===== config.mk =====
export PLATFORM = sky130hd
export DESIGN_NAME = bounded_fifo_job_server_unit
export DESIGN_NICKNAME = d
export VERILOG_FILES = /design/src/bfjs_pkg.sv /design/src/bfjs_front.sv /design/src/bfjs_back.sv /design/src/bounded_fifo_job_server_unit.sv
export SDC_FILE = /design/constraint.sdc
export NUM_CORES = 2
export LEC_CHECK = 0
export ABC_AREA = 1
export BUFFER_PORTS_ARGS = -buffer_cell sky130_fd_sc_hd__buf_4
export CELL_PAD_IN_SITES_DETAIL_PLACEMENT = 1
export CELL_PAD_IN_SITES_GLOBAL_PLACEMENT = 1
export CORE_MARGIN = 3
export CORE_UTILIZATION = 50
export CTS_CLUSTER_DIAMETER = 50
export DETAILED_ROUTE_END_ITERATION = 10
export GPL_TIMING_DRIVEN = 1
export HOLD_SLACK_MARGIN = 0.08
export PLACE_DENSITY_LB_ADDON = 0.15
export SLEW_MARGIN = 5
export SYNTH_ARGS = -nofsm -noshare
export SYNTH_HDL_FRONTEND = slang
export SYNTH_SLANG_ARGS = --single-unit

===== constraint.sdc =====
create_clock -name clk -period 11.85 [get_ports clk]
set_clock_uncertainty 0.05 [all_clocks]
set_input_delay 2.37 -clock clk [delete_from_list [all_inputs] [get_ports clk]]
set_output_delay 2.37 -clock clk [all_outputs]
set_load 0.005 [all_outputs]

===== src/bfjs_pkg.sv =====
`default_nettype none

package bfjs_pkg;

	// Depth of the waiting-job store.
	localparam int QUEUE_DEPTH = 8;
	localparam int SLOT_W = (QUEUE_DEPTH > 1) ? $clog2(QUEUE_DEPTH) : 1;
	localparam int COUNT_W = $clog2(QUEUE_DEPTH + 1);

	// Field widths.
	localparam int ID_W = 16;
	localparam int TIME_W = 24;
	localparam int LTIME_W = 25;
	localparam int LIMIT_W = 4;

	// Queue limit after reset.
	localparam logic [LIMIT_W-1:0] LIMIT_RESET = 4'd3;

	// Operation codes.
	localparam logic OP_ARRIVE = 1'b0;
	localparam logic OP_FLUSH = 1'b1;

	typedef struct packed {
		logic operation;
		logic [ID_W-1:0] job_id;
		logic [TIME_W-1:0] arrival_time;
		logic [TIME_W-1:0] run_length;
		logic [TIME_W-1:0] deadline;
	} item_t;

	typedef struct packed {
		logic [ID_W-1:0] done_id;
		logic aborted;
		logic [LTIME_W-1:0] finish_time;
		logic [LTIME_W-1:0] wait_time;
		logic last_result;
	} result_t;

	// Classified command handed from the front to the back.
	typedef struct packed {
		logic is_flush;
		logic [ID_W-1:0] job_id;
		logic [TIME_W-1:0] arrival_time;
		logic [TIME_W-1:0] run_length;
		logic [TIME_W-1:0] deadline;
	} cmd_t;

endpackage

`default_nettype wire


===== src/bfjs_front.sv =====
`default_nettype none

module bfjs_front (
	input  wire logic           clk,
	input  wire logic           arst_n,
	input  wire logic           start,
	input  wire bfjs_pkg::item_t item,
	output logic                busy,
	output logic                cmd_valid,
	output bfjs_pkg::cmd_t      cmd,
	input  wire logic           cmd_pop
);
	import bfjs_pkg::*;

	cmd_t       buf_q [2];
	logic       wr_ptr_q;
	logic       rd_ptr_q;
	logic [1:0] cnt_q;
	logic       push;
	cmd_t       cls;

	// Classify the incoming beat into a command.
	always_comb begin
		cls.is_flush = (item.operation == OP_FLUSH);
		cls.job_id = item.job_id;
		cls.arrival_time = item.arrival_time;
		cls.run_length = item.run_length;
		cls.deadline = item.deadline;
	end

	assign busy = (cnt_q == 2'd2);
	assign push = start && !busy;
	assign cmd_valid = (cnt_q != 2'd0);
	assign cmd = buf_q[rd_ptr_q];

	// Two-entry command queue storage.
	always_ff @(posedge clk) begin
		if (push) begin
			buf_q[wr_ptr_q] <= cls;
		end
	end

	// Queue pointers and fill level.
	always_ff @(posedge clk or negedge arst_n) begin
		if (!arst_n) begin
			wr_ptr_q <= 1'b0;
			rd_ptr_q <= 1'b0;
			cnt_q <= 2'd0;
		end else begin
			if (push) begin
				wr_ptr_q <= !wr_ptr_q;
			end
			if (cmd_pop) begin
				rd_ptr_q <= !rd_ptr_q;
			end
			cnt_q <= cnt_q + {1'b0, push} - {1'b0, cmd_pop};
		end
	end

	a_cnt_range: assert property (@(posedge clk) disable iff (!arst_n)
		cnt_q <= 2'd2) else $error("command queue overfilled");
	a_pop_nonempty: assert property (@(posedge clk) disable iff (!arst_n)
		cmd_pop |-> cnt_q != 2'd0) else $error("pop from empty command queue");
	a_fill_track: assert property (@(posedge clk) disable iff (!arst_n)
		(push && !cmd_pop) |=> cnt_q == $past(cnt_q) + 2'd1)
		else $error("command queue level lost a push");

endmodule

`default_nettype wire


===== src/bfjs_back.sv =====
`default_nettype none

module bfjs_back (
	input  wire logic                          clk,
	input  wire logic                          arst_n,
	input  wire logic                          cmd_valid,
	input  wire bfjs_pkg::cmd_t                cmd,
	output logic                               cmd_pop,
	input  wire logic [bfjs_pkg::LIMIT_W-1:0]  queue_limit,
	output logic                               result_valid,
	output bfjs_pkg::result_t                  result
);
	import bfjs_pkg::*;

	typedef enum logic [3:0] {
		ST_IDLE  = 4'b0001,
		ST_DRAIN = 4'b0010,
		ST_FINAL = 4'b0100,
		ST_LAST  = 4'b1000
	} state_t;

	typedef struct packed {
		logic [ID_W-1:0] job_id;
		logic [TIME_W-1:0] arrival_time;
		logic [TIME_W-1:0] run_length;
		logic [TIME_W-1:0] deadline;
	} entry_t;

	state_t             state_q;
	cmd_t               cur_q;
	entry_t             slot_q [QUEUE_DEPTH];
	logic [SLOT_W-1:0]  head_q;
	logic [COUNT_W-1:0] count_q;
	logic [LTIME_W-1:0] free_q;
	result_t            hold_q;
	logic               hold_vld_q;
	result_t            result_q;
	logic               result_valid_q;

	entry_t             head_e;
	logic [LTIME_W:0]   drn_sum;
	logic               drn_fits;
	logic               drn_late;
	logic [LTIME_W-1:0] dl_ext;
	logic               arr_ok;
	logic               drain_go;
	result_t            drn_res;
	logic [LTIME_W-1:0] drn_free;
	logic [LTIME_W-1:0] start_sum;
	logic               start_ok;
	logic               full;
	logic               fin_res_vld;
	logic               enq;
	result_t            fin_res;
	result_t            emit_res;
	logic [31:0]        cnt_ext;
	logic [31:0]        lim_ext;
	logic [31:0]        tail_ext;
	logic [SLOT_W-1:0]  tail;
	logic [SLOT_W-1:0]  head_nxt;

	// Delay from an arrival to a later time, clamped at zero.
	function automatic logic [LTIME_W-1:0] delay_of(input logic [LTIME_W-1:0] t,
			input logic [TIME_W-1:0] a);
		logic [LTIME_W-1:0] ax;
		ax = {1'b0, a};
		return (t >= ax) ? (t - ax) : '0;
	endfunction

	assign cmd_pop = (state_q == ST_IDLE) && cmd_valid;
	assign result_valid = result_valid_q;
	assign result = result_q;

	// Outcome of serving the job at the head of the queue.
	always_comb begin
		head_e = slot_q[head_q];
		dl_ext = {1'b0, head_e.deadline};
		drn_sum = {1'b0, free_q} + {2'b00, head_e.run_length};
		drn_fits = (drn_sum <= {1'b0, dl_ext});
		drn_late = (free_q > dl_ext);
		drn_res.done_id = head_e.job_id;
		drn_res.last_result = 1'b0;
		if (drn_fits) begin
			drn_res.aborted = 1'b0;
			drn_res.finish_time = drn_sum[LTIME_W-1:0];
			drn_res.wait_time = delay_of(free_q, head_e.arrival_time);
			drn_free = drn_sum[LTIME_W-1:0];
		end else if (drn_late) begin
			drn_res.aborted = 1'b1;
			drn_res.finish_time = free_q;
			drn_res.wait_time = delay_of(free_q, head_e.arrival_time);
			drn_free = free_q;
		end else begin
			drn_res.aborted = 1'b1;
			drn_res.finish_time = dl_ext;
			drn_res.wait_time = delay_of(dl_ext, head_e.arrival_time);
			drn_free = dl_ext;
		end
	end

	// Drain decision and handling of the arriving job.
	always_comb begin
		arr_ok = ({1'b0, cur_q.arrival_time} >= free_q);
		drain_go = (state_q == ST_DRAIN) && (count_q != '0) && (cur_q.is_flush || arr_ok);

		cnt_ext = 32'(count_q);
		lim_ext = (32'(queue_limit) > 32'(QUEUE_DEPTH)) ? 32'(QUEUE_DEPTH) : 32'(queue_limit);
		full = (cnt_ext >= lim_ext);

		start_sum = {1'b0, cur_q.arrival_time} + {1'b0, cur_q.run_length};
		start_ok = !cur_q.is_flush && arr_ok && (count_q == '0);
		fin_res_vld = !cur_q.is_flush && (start_ok || full);
		enq = !cur_q.is_flush && !start_ok && !full;

		fin_res.done_id = cur_q.job_id;
		fin_res.aborted = !start_ok;
		fin_res.finish_time = start_ok ? start_sum : {1'b0, cur_q.arrival_time};
		fin_res.wait_time = '0;
		fin_res.last_result = 1'b0;

		// The held beat is the last one when nothing follows it.
		emit_res = hold_q;
		emit_res.last_result = !drain_go && !(state_q == ST_FINAL && fin_res_vld);

		tail_ext = 32'(head_q) + cnt_ext;
		tail = (tail_ext >= 32'(QUEUE_DEPTH)) ? SLOT_W'(tail_ext - 32'(QUEUE_DEPTH))
			: SLOT_W'(tail_ext);
		head_nxt = (32'(head_q) == 32'(QUEUE_DEPTH - 1)) ? '0 : head_q + SLOT_W'(1);
	end

	// Waiting-job store, written at the tail.
	always_ff @(posedge clk) begin
		if (state_q == ST_FINAL && enq) begin
			slot_q[tail] <= '{job_id: cur_q.job_id, arrival_time: cur_q.arrival_time,
				run_length: cur_q.run_length, deadline: cur_q.deadline};
		end
	end

	// Current command and result payloads.
	always_ff @(posedge clk) begin
		if (cmd_pop) begin
			cur_q <= cmd;
		end
		if (drain_go) begin
			hold_q <= drn_res;
		end else if (state_q == ST_FINAL && fin_res_vld) begin
			hold_q <= fin_res;
		end
		if (hold_vld_q) begin
			result_q <= emit_res;
		end
	end

	// Sequencer, queue pointers and server free time.
	always_ff @(posedge clk or negedge arst_n) begin
		if (!arst_n) begin
			state_q <= ST_IDLE;
			head_q <= '0;
			count_q <= '0;
			free_q <= '0;
			hold_vld_q <= 1'b0;
			result_valid_q <= 1'b0;
		end else begin
			result_valid_q <= 1'b0;
			unique case (state_q)
				ST_IDLE: begin
					if (cmd_valid) begin
						state_q <= ST_DRAIN;
					end
				end
				ST_DRAIN: begin
					if (drain_go) begin
						result_valid_q <= hold_vld_q;
						hold_vld_q <= 1'b1;
						head_q <= head_nxt;
						count_q <= count_q - COUNT_W'(1);
						free_q <= drn_free;
					end else begin
						state_q <= ST_FINAL;
					end
				end
				ST_FINAL: begin
					result_valid_q <= hold_vld_q;
					if (fin_res_vld) begin
						hold_vld_q <= 1'b1;
						state_q <= ST_LAST;
						if (start_ok) begin
							free_q <= start_sum;
						end
					end else begin
						hold_vld_q <= 1'b0;
						state_q <= ST_IDLE;
						if (enq) begin
							count_q <= count_q + COUNT_W'(1);
						end
					end
				end
				ST_LAST: begin
					result_valid_q <= 1'b1;
					hold_vld_q <= 1'b0;
					state_q <= ST_IDLE;
				end
				default: begin
					state_q <= ST_IDLE;
				end
			endcase
		end
	end

	a_count_bound: assert property (@(posedge clk) disable iff (!arst_n)
		32'(count_q) <= 32'(QUEUE_DEPTH)) else $error("waiting count exceeds depth");
	a_drain_dec: assert property (@(posedge clk) disable iff (!arst_n)
		drain_go |=> count_q == $past(count_q) - COUNT_W'(1))
		else $error("drain did not consume a waiting job");
	a_last_held: assert property (@(posedge clk) disable iff (!arst_n)
		state_q == ST_LAST |-> hold_vld_q) else $error("final beat missing");
	a_idle_quiet: assert property (@(posedge clk) disable iff (!arst_n)
		state_q == ST_IDLE |-> !hold_vld_q) else $error("result left behind in idle");

endmodule

`default_nettype wire


===== src/bounded_fifo_job_server_unit.sv =====
// Flow: an accepted item enters the two-entry command queue; the back end pops it in ST_IDLE,
// drains waiting jobs in ST_DRAIN, settles the arriving job in ST_FINAL and sends its last result
// from ST_LAST when the arriving job gets a result. The serial drain of the job store limits the
// item rate; the command queue takes new items while the back end works, until busy is raised.
// Results leave one per cycle on a one-cycle strobe; the receiver cannot stall them.
// Reset (arst_n low, asynchronous): queue empty, free time zero, queue limit 3.
`default_nettype none

module bounded_fifo_job_server_unit (
	input  wire logic                          clk,
	input  wire logic                          arst_n,
	input  wire logic                          start,
	output logic                               busy,
	input  wire bfjs_pkg::item_t               item,
	output logic                               result_valid,
	output bfjs_pkg::result_t                  result,
	input  wire logic                          cfg_valid,
	output logic                               cfg_ready,
	input  wire logic [bfjs_pkg::LIMIT_W-1:0]  cfg_data
);
	import bfjs_pkg::*;

	logic [LIMIT_W-1:0] queue_limit_q;
	logic               cmd_valid;
	cmd_t               cmd;
	logic               cmd_pop;

	assign cfg_ready = 1'b1;

	// Queue limit register.
	always_ff @(posedge clk or negedge arst_n) begin
		if (!arst_n) begin
			queue_limit_q <= LIMIT_RESET;
		end else if (cfg_valid && cfg_ready) begin
			queue_limit_q <= cfg_data;
		end
	end

	bfjs_front u_front (
		.clk       (clk),
		.arst_n    (arst_n),
		.start     (start),
		.item      (item),
		.busy      (busy),
		.cmd_valid (cmd_valid),
		.cmd       (cmd),
		.cmd_pop   (cmd_pop)
	);

	bfjs_back u_back (
		.clk          (clk),
		.arst_n       (arst_n),
		.cmd_valid    (cmd_valid),
		.cmd          (cmd),
		.cmd_pop      (cmd_pop),
		.queue_limit  (queue_limit_q),
		.result_valid (result_valid),
		.result       (result)
	);

endmodule

`default_nettype wire


==> flow_summary.yaml <==
timing:
  worst_slew_pin_slew_ns: 1.337
  fmax_ghz: 0.1233
  timing.final.hold_violations: 0
  tns_ns: 0
  slew_headroom_pct: 9.932
  slew_viol_final: 0
  setup_viol: 0
  fin_crit_ns: 8.112
  rsz0062_at_grt: "no"
  period_share_pct: 68.46
clocking:
  clockBufferDepth: 3
  htree_levels: 4
  cts.sinks: 1152
  cts_root_buffer: "clkbuf_16"
  post_cts_buffers: 0
  cts_buffers: 134
  cts_tree: "built"
  cts_resized: 0
  path_clk_slew_ns: 0.06
  cts_hold_buf: 0
  clkLatencyLatePin_ns: 0.75
floorplan:
  die_h_um: 326.6
  die-area_um2: 106600
  die-width_um: 326.6
  rows: 116
  start_util_pct: 50.87
  io_pins: 168
  coreArea_um2: 101000
logic_synthesis:
  syn_area_per_cell_um2: 11.40
  synthArstFlopShare_pct: 3.993
  ys_types: 57
  synth_area_um2: 51380
  ys_ff_latch: 1152
  yosysWarningCount: 0
  synth_cells: 4507
  synth_edf_count: 1106
  ys_seq_area_share_pct: 66.88
  synth_top_flop_cell: "edfxtp_1"
  syn_nets: 4789
setup_path:
  critPathRequiredTime_ns: 12.40
  rrSetupSlack_ns: 3.74
  r2r_end: "u_back.emit_res[47]"
  worst_ep_arrival_time_ns: 8.66
  crit-reg2reg-launch: "u_back.head_q[0]"
  startpoint: "u_back.head_q[0]"
  end_kind: "flip-flop"
  worstSetupStartpointType: "flip-flop"
  path_class: "flip-flop to flip-flop"
  cp_max_fo: 79
  critPathCapture: "u_back.emit_res[47]"
  r2r_cells: 27
run:
  drv_cap: 0
finish:
  most-common-layout-cells: "edfxtp_1 (1106), nand2_1 (821), nor2_1 (559)"
  final_layout_size_suffix_gt1_share_pct: 10.82
  antennaDiodeCount: 0
  area_growth_pct: 14.47
  nNetsFinal: 4965
  post-route-cell-area_um2: 58820
  final_common_cell: "edfxtp_1"
placed_design:
  place_area_um2: 54230
  dp_hpwl_mm: 106.8
  place_congestion: 0.9606
  port_buffers: 166
detailed_routing:
  m1WireLength_mm: 68.31
  drtIter0Drc: 3562
  dr.pass1.iters: 5
  top_layer: "met4"
  wire_per_inst_um: 26.61
  routed-wl-met2_mm: 76.32
  route.detailed.drc: 0
  dr_wl_met3_mm: 12.78
  drtAntennaViolNets: 0
  vias: 36650
  via_per_inst: 5.963
  wl_mm: 163.5
global_routing:
  grt_pass1_vias: 38010
  grt.total_usage_pct: 30.52
  grt_max_degree: 160
  grt_overflow: 0
  grt_pass1_wl_mm: 242.6
  antenna_found_initial: 3
hold_path:
  min_path_type: "flip-flop to flip-flop"
  hold_start: "u_back.emit_res[4]"
status:
  status: "completed"
-- worst min-delay path by stage --
stage                              to  slack (ns)  cells after the start
global placement    u_back.result[15]        0.35                      0
floorplan           u_back.result[10]        0.35                      0
finish               u_back.result[4]        0.36                      0
detailed placement  u_back.result[11]        0.36                      0
global route        u_back.result[36]        0.37                      0
CTS                 u_back.result[36]        0.36                      0
-- critical path, cell delays in order, from the launching register on --
cell      delay, ns
dfrtp_4        0.82
buf_4          0.75
nor2_1         0.11
nor2_1         0.11
o21ai_0        0.11
a31oi_1        0.46
ha_1           0.31
inv_1          0.09
fa_1           0.41
inv_1          0.07
nand2_1        0.06
a21oi_1        0.20
a21oi_1        0.15
o21ai_0        0.33
a21boi_0       0.25
o21ai_0        0.27
xor2_1         0.13
ha_1           0.30
nand2_1        0.05
nor2_1         0.24
nand3_1        0.15
nand2_2        0.46
nand2_4        0.55
inv_2          0.97
nand2_1        0.19
nand2_1        0.13
nand2_1        0.06
nand2_1        0.10
-- state kept, by name (all words and copies together) (netlist names) --
register	flops
u_back.slot_q	704
u_front.buf_q	178
u_back.cur_q	89
u_back.result	68
u_back.emit_res	67
u_back.free_q	25
queue_limit_q	4
u_back.count_q	4
u_back.state_q	4
u_back.head_q	3
u_front.cnt_q	2
u_back.hold_vld_q	1
u_back.result_valid	1
u_front.rd_ptr_q	1
u_front.wr_ptr_q	1
-- metrics by stage --
stage	hold slack [ns]	std cells	setup WS, ns	util, %
after floorplan	0.3503	4507	5.020	-
after global placement	0.3510	5904	4.093	53.69
after CTS	0.3598	6145	3.812	58.23
after detailed placement	0.3552	5904	3.878	53.69
after global routing	0.3675	6145	3.234	58.23
final	0.3571	6145	3.738	58.23
-- metal layers --
layer	vias up	track usage, %
li1	16470	-
met1	18460	41.96
met2	1431	48.71
met3	279	5.546
met4	0	11.50
met5	-	0
-- synth_stat cells, types with 11 or more instances --
library cell / number / area, um2
ha_1: 179 / 2240
a31oi_1: 41 / 256.5
nor2_1: 569 / 2136
buf_2: 32 / 160.2
o21bai_1: 12 / 90.09
xnor2_1: 42 / 367.9
o221ai_1: 40 / 350.3
a211oi_1: 11 / 82.58
clkbuf_1: 164 / 615.6
nand3_1: 154 / 770.7
nor4_1: 11 / 68.82
inv_1: 221 / 829.6
edfxtp_1: 1106 / 33210
dfrtp_1: 43 / 1076
nand2_1: 823 / 3089
o22ai_1: 113 / 706.9
xor2_1: 39 / 341.6
or2_2: 15 / 93.84
a21oi_1: 176 / 880.8
nand4_1: 35 / 219.0
o21ai_0: 567 / 2838
-- kinds of logic after synthesis --
kind of cell | synth area share, %
other cells | 0.007298
flops | 66.88
mux | 0.06331
fa+ha+maj | 4.593
compound gates | 10.84
simple gates | 12.89
xor+xnor | 1.381
buf+inv | 3.351
-- final cells by class --
type	count	area (um2)
fill	10390	42200
sequential	1152	34380
multi-input combinational	2917	15390
clock buffer	162	3595
timing repair buffer	252	1904
tap	1357	1698
clock inverter	79	991.0
inverter	226	863.3
Power is not shown: default switching activity piles up to over one toggle a cycle in this logic, so the estimate is an artifact.
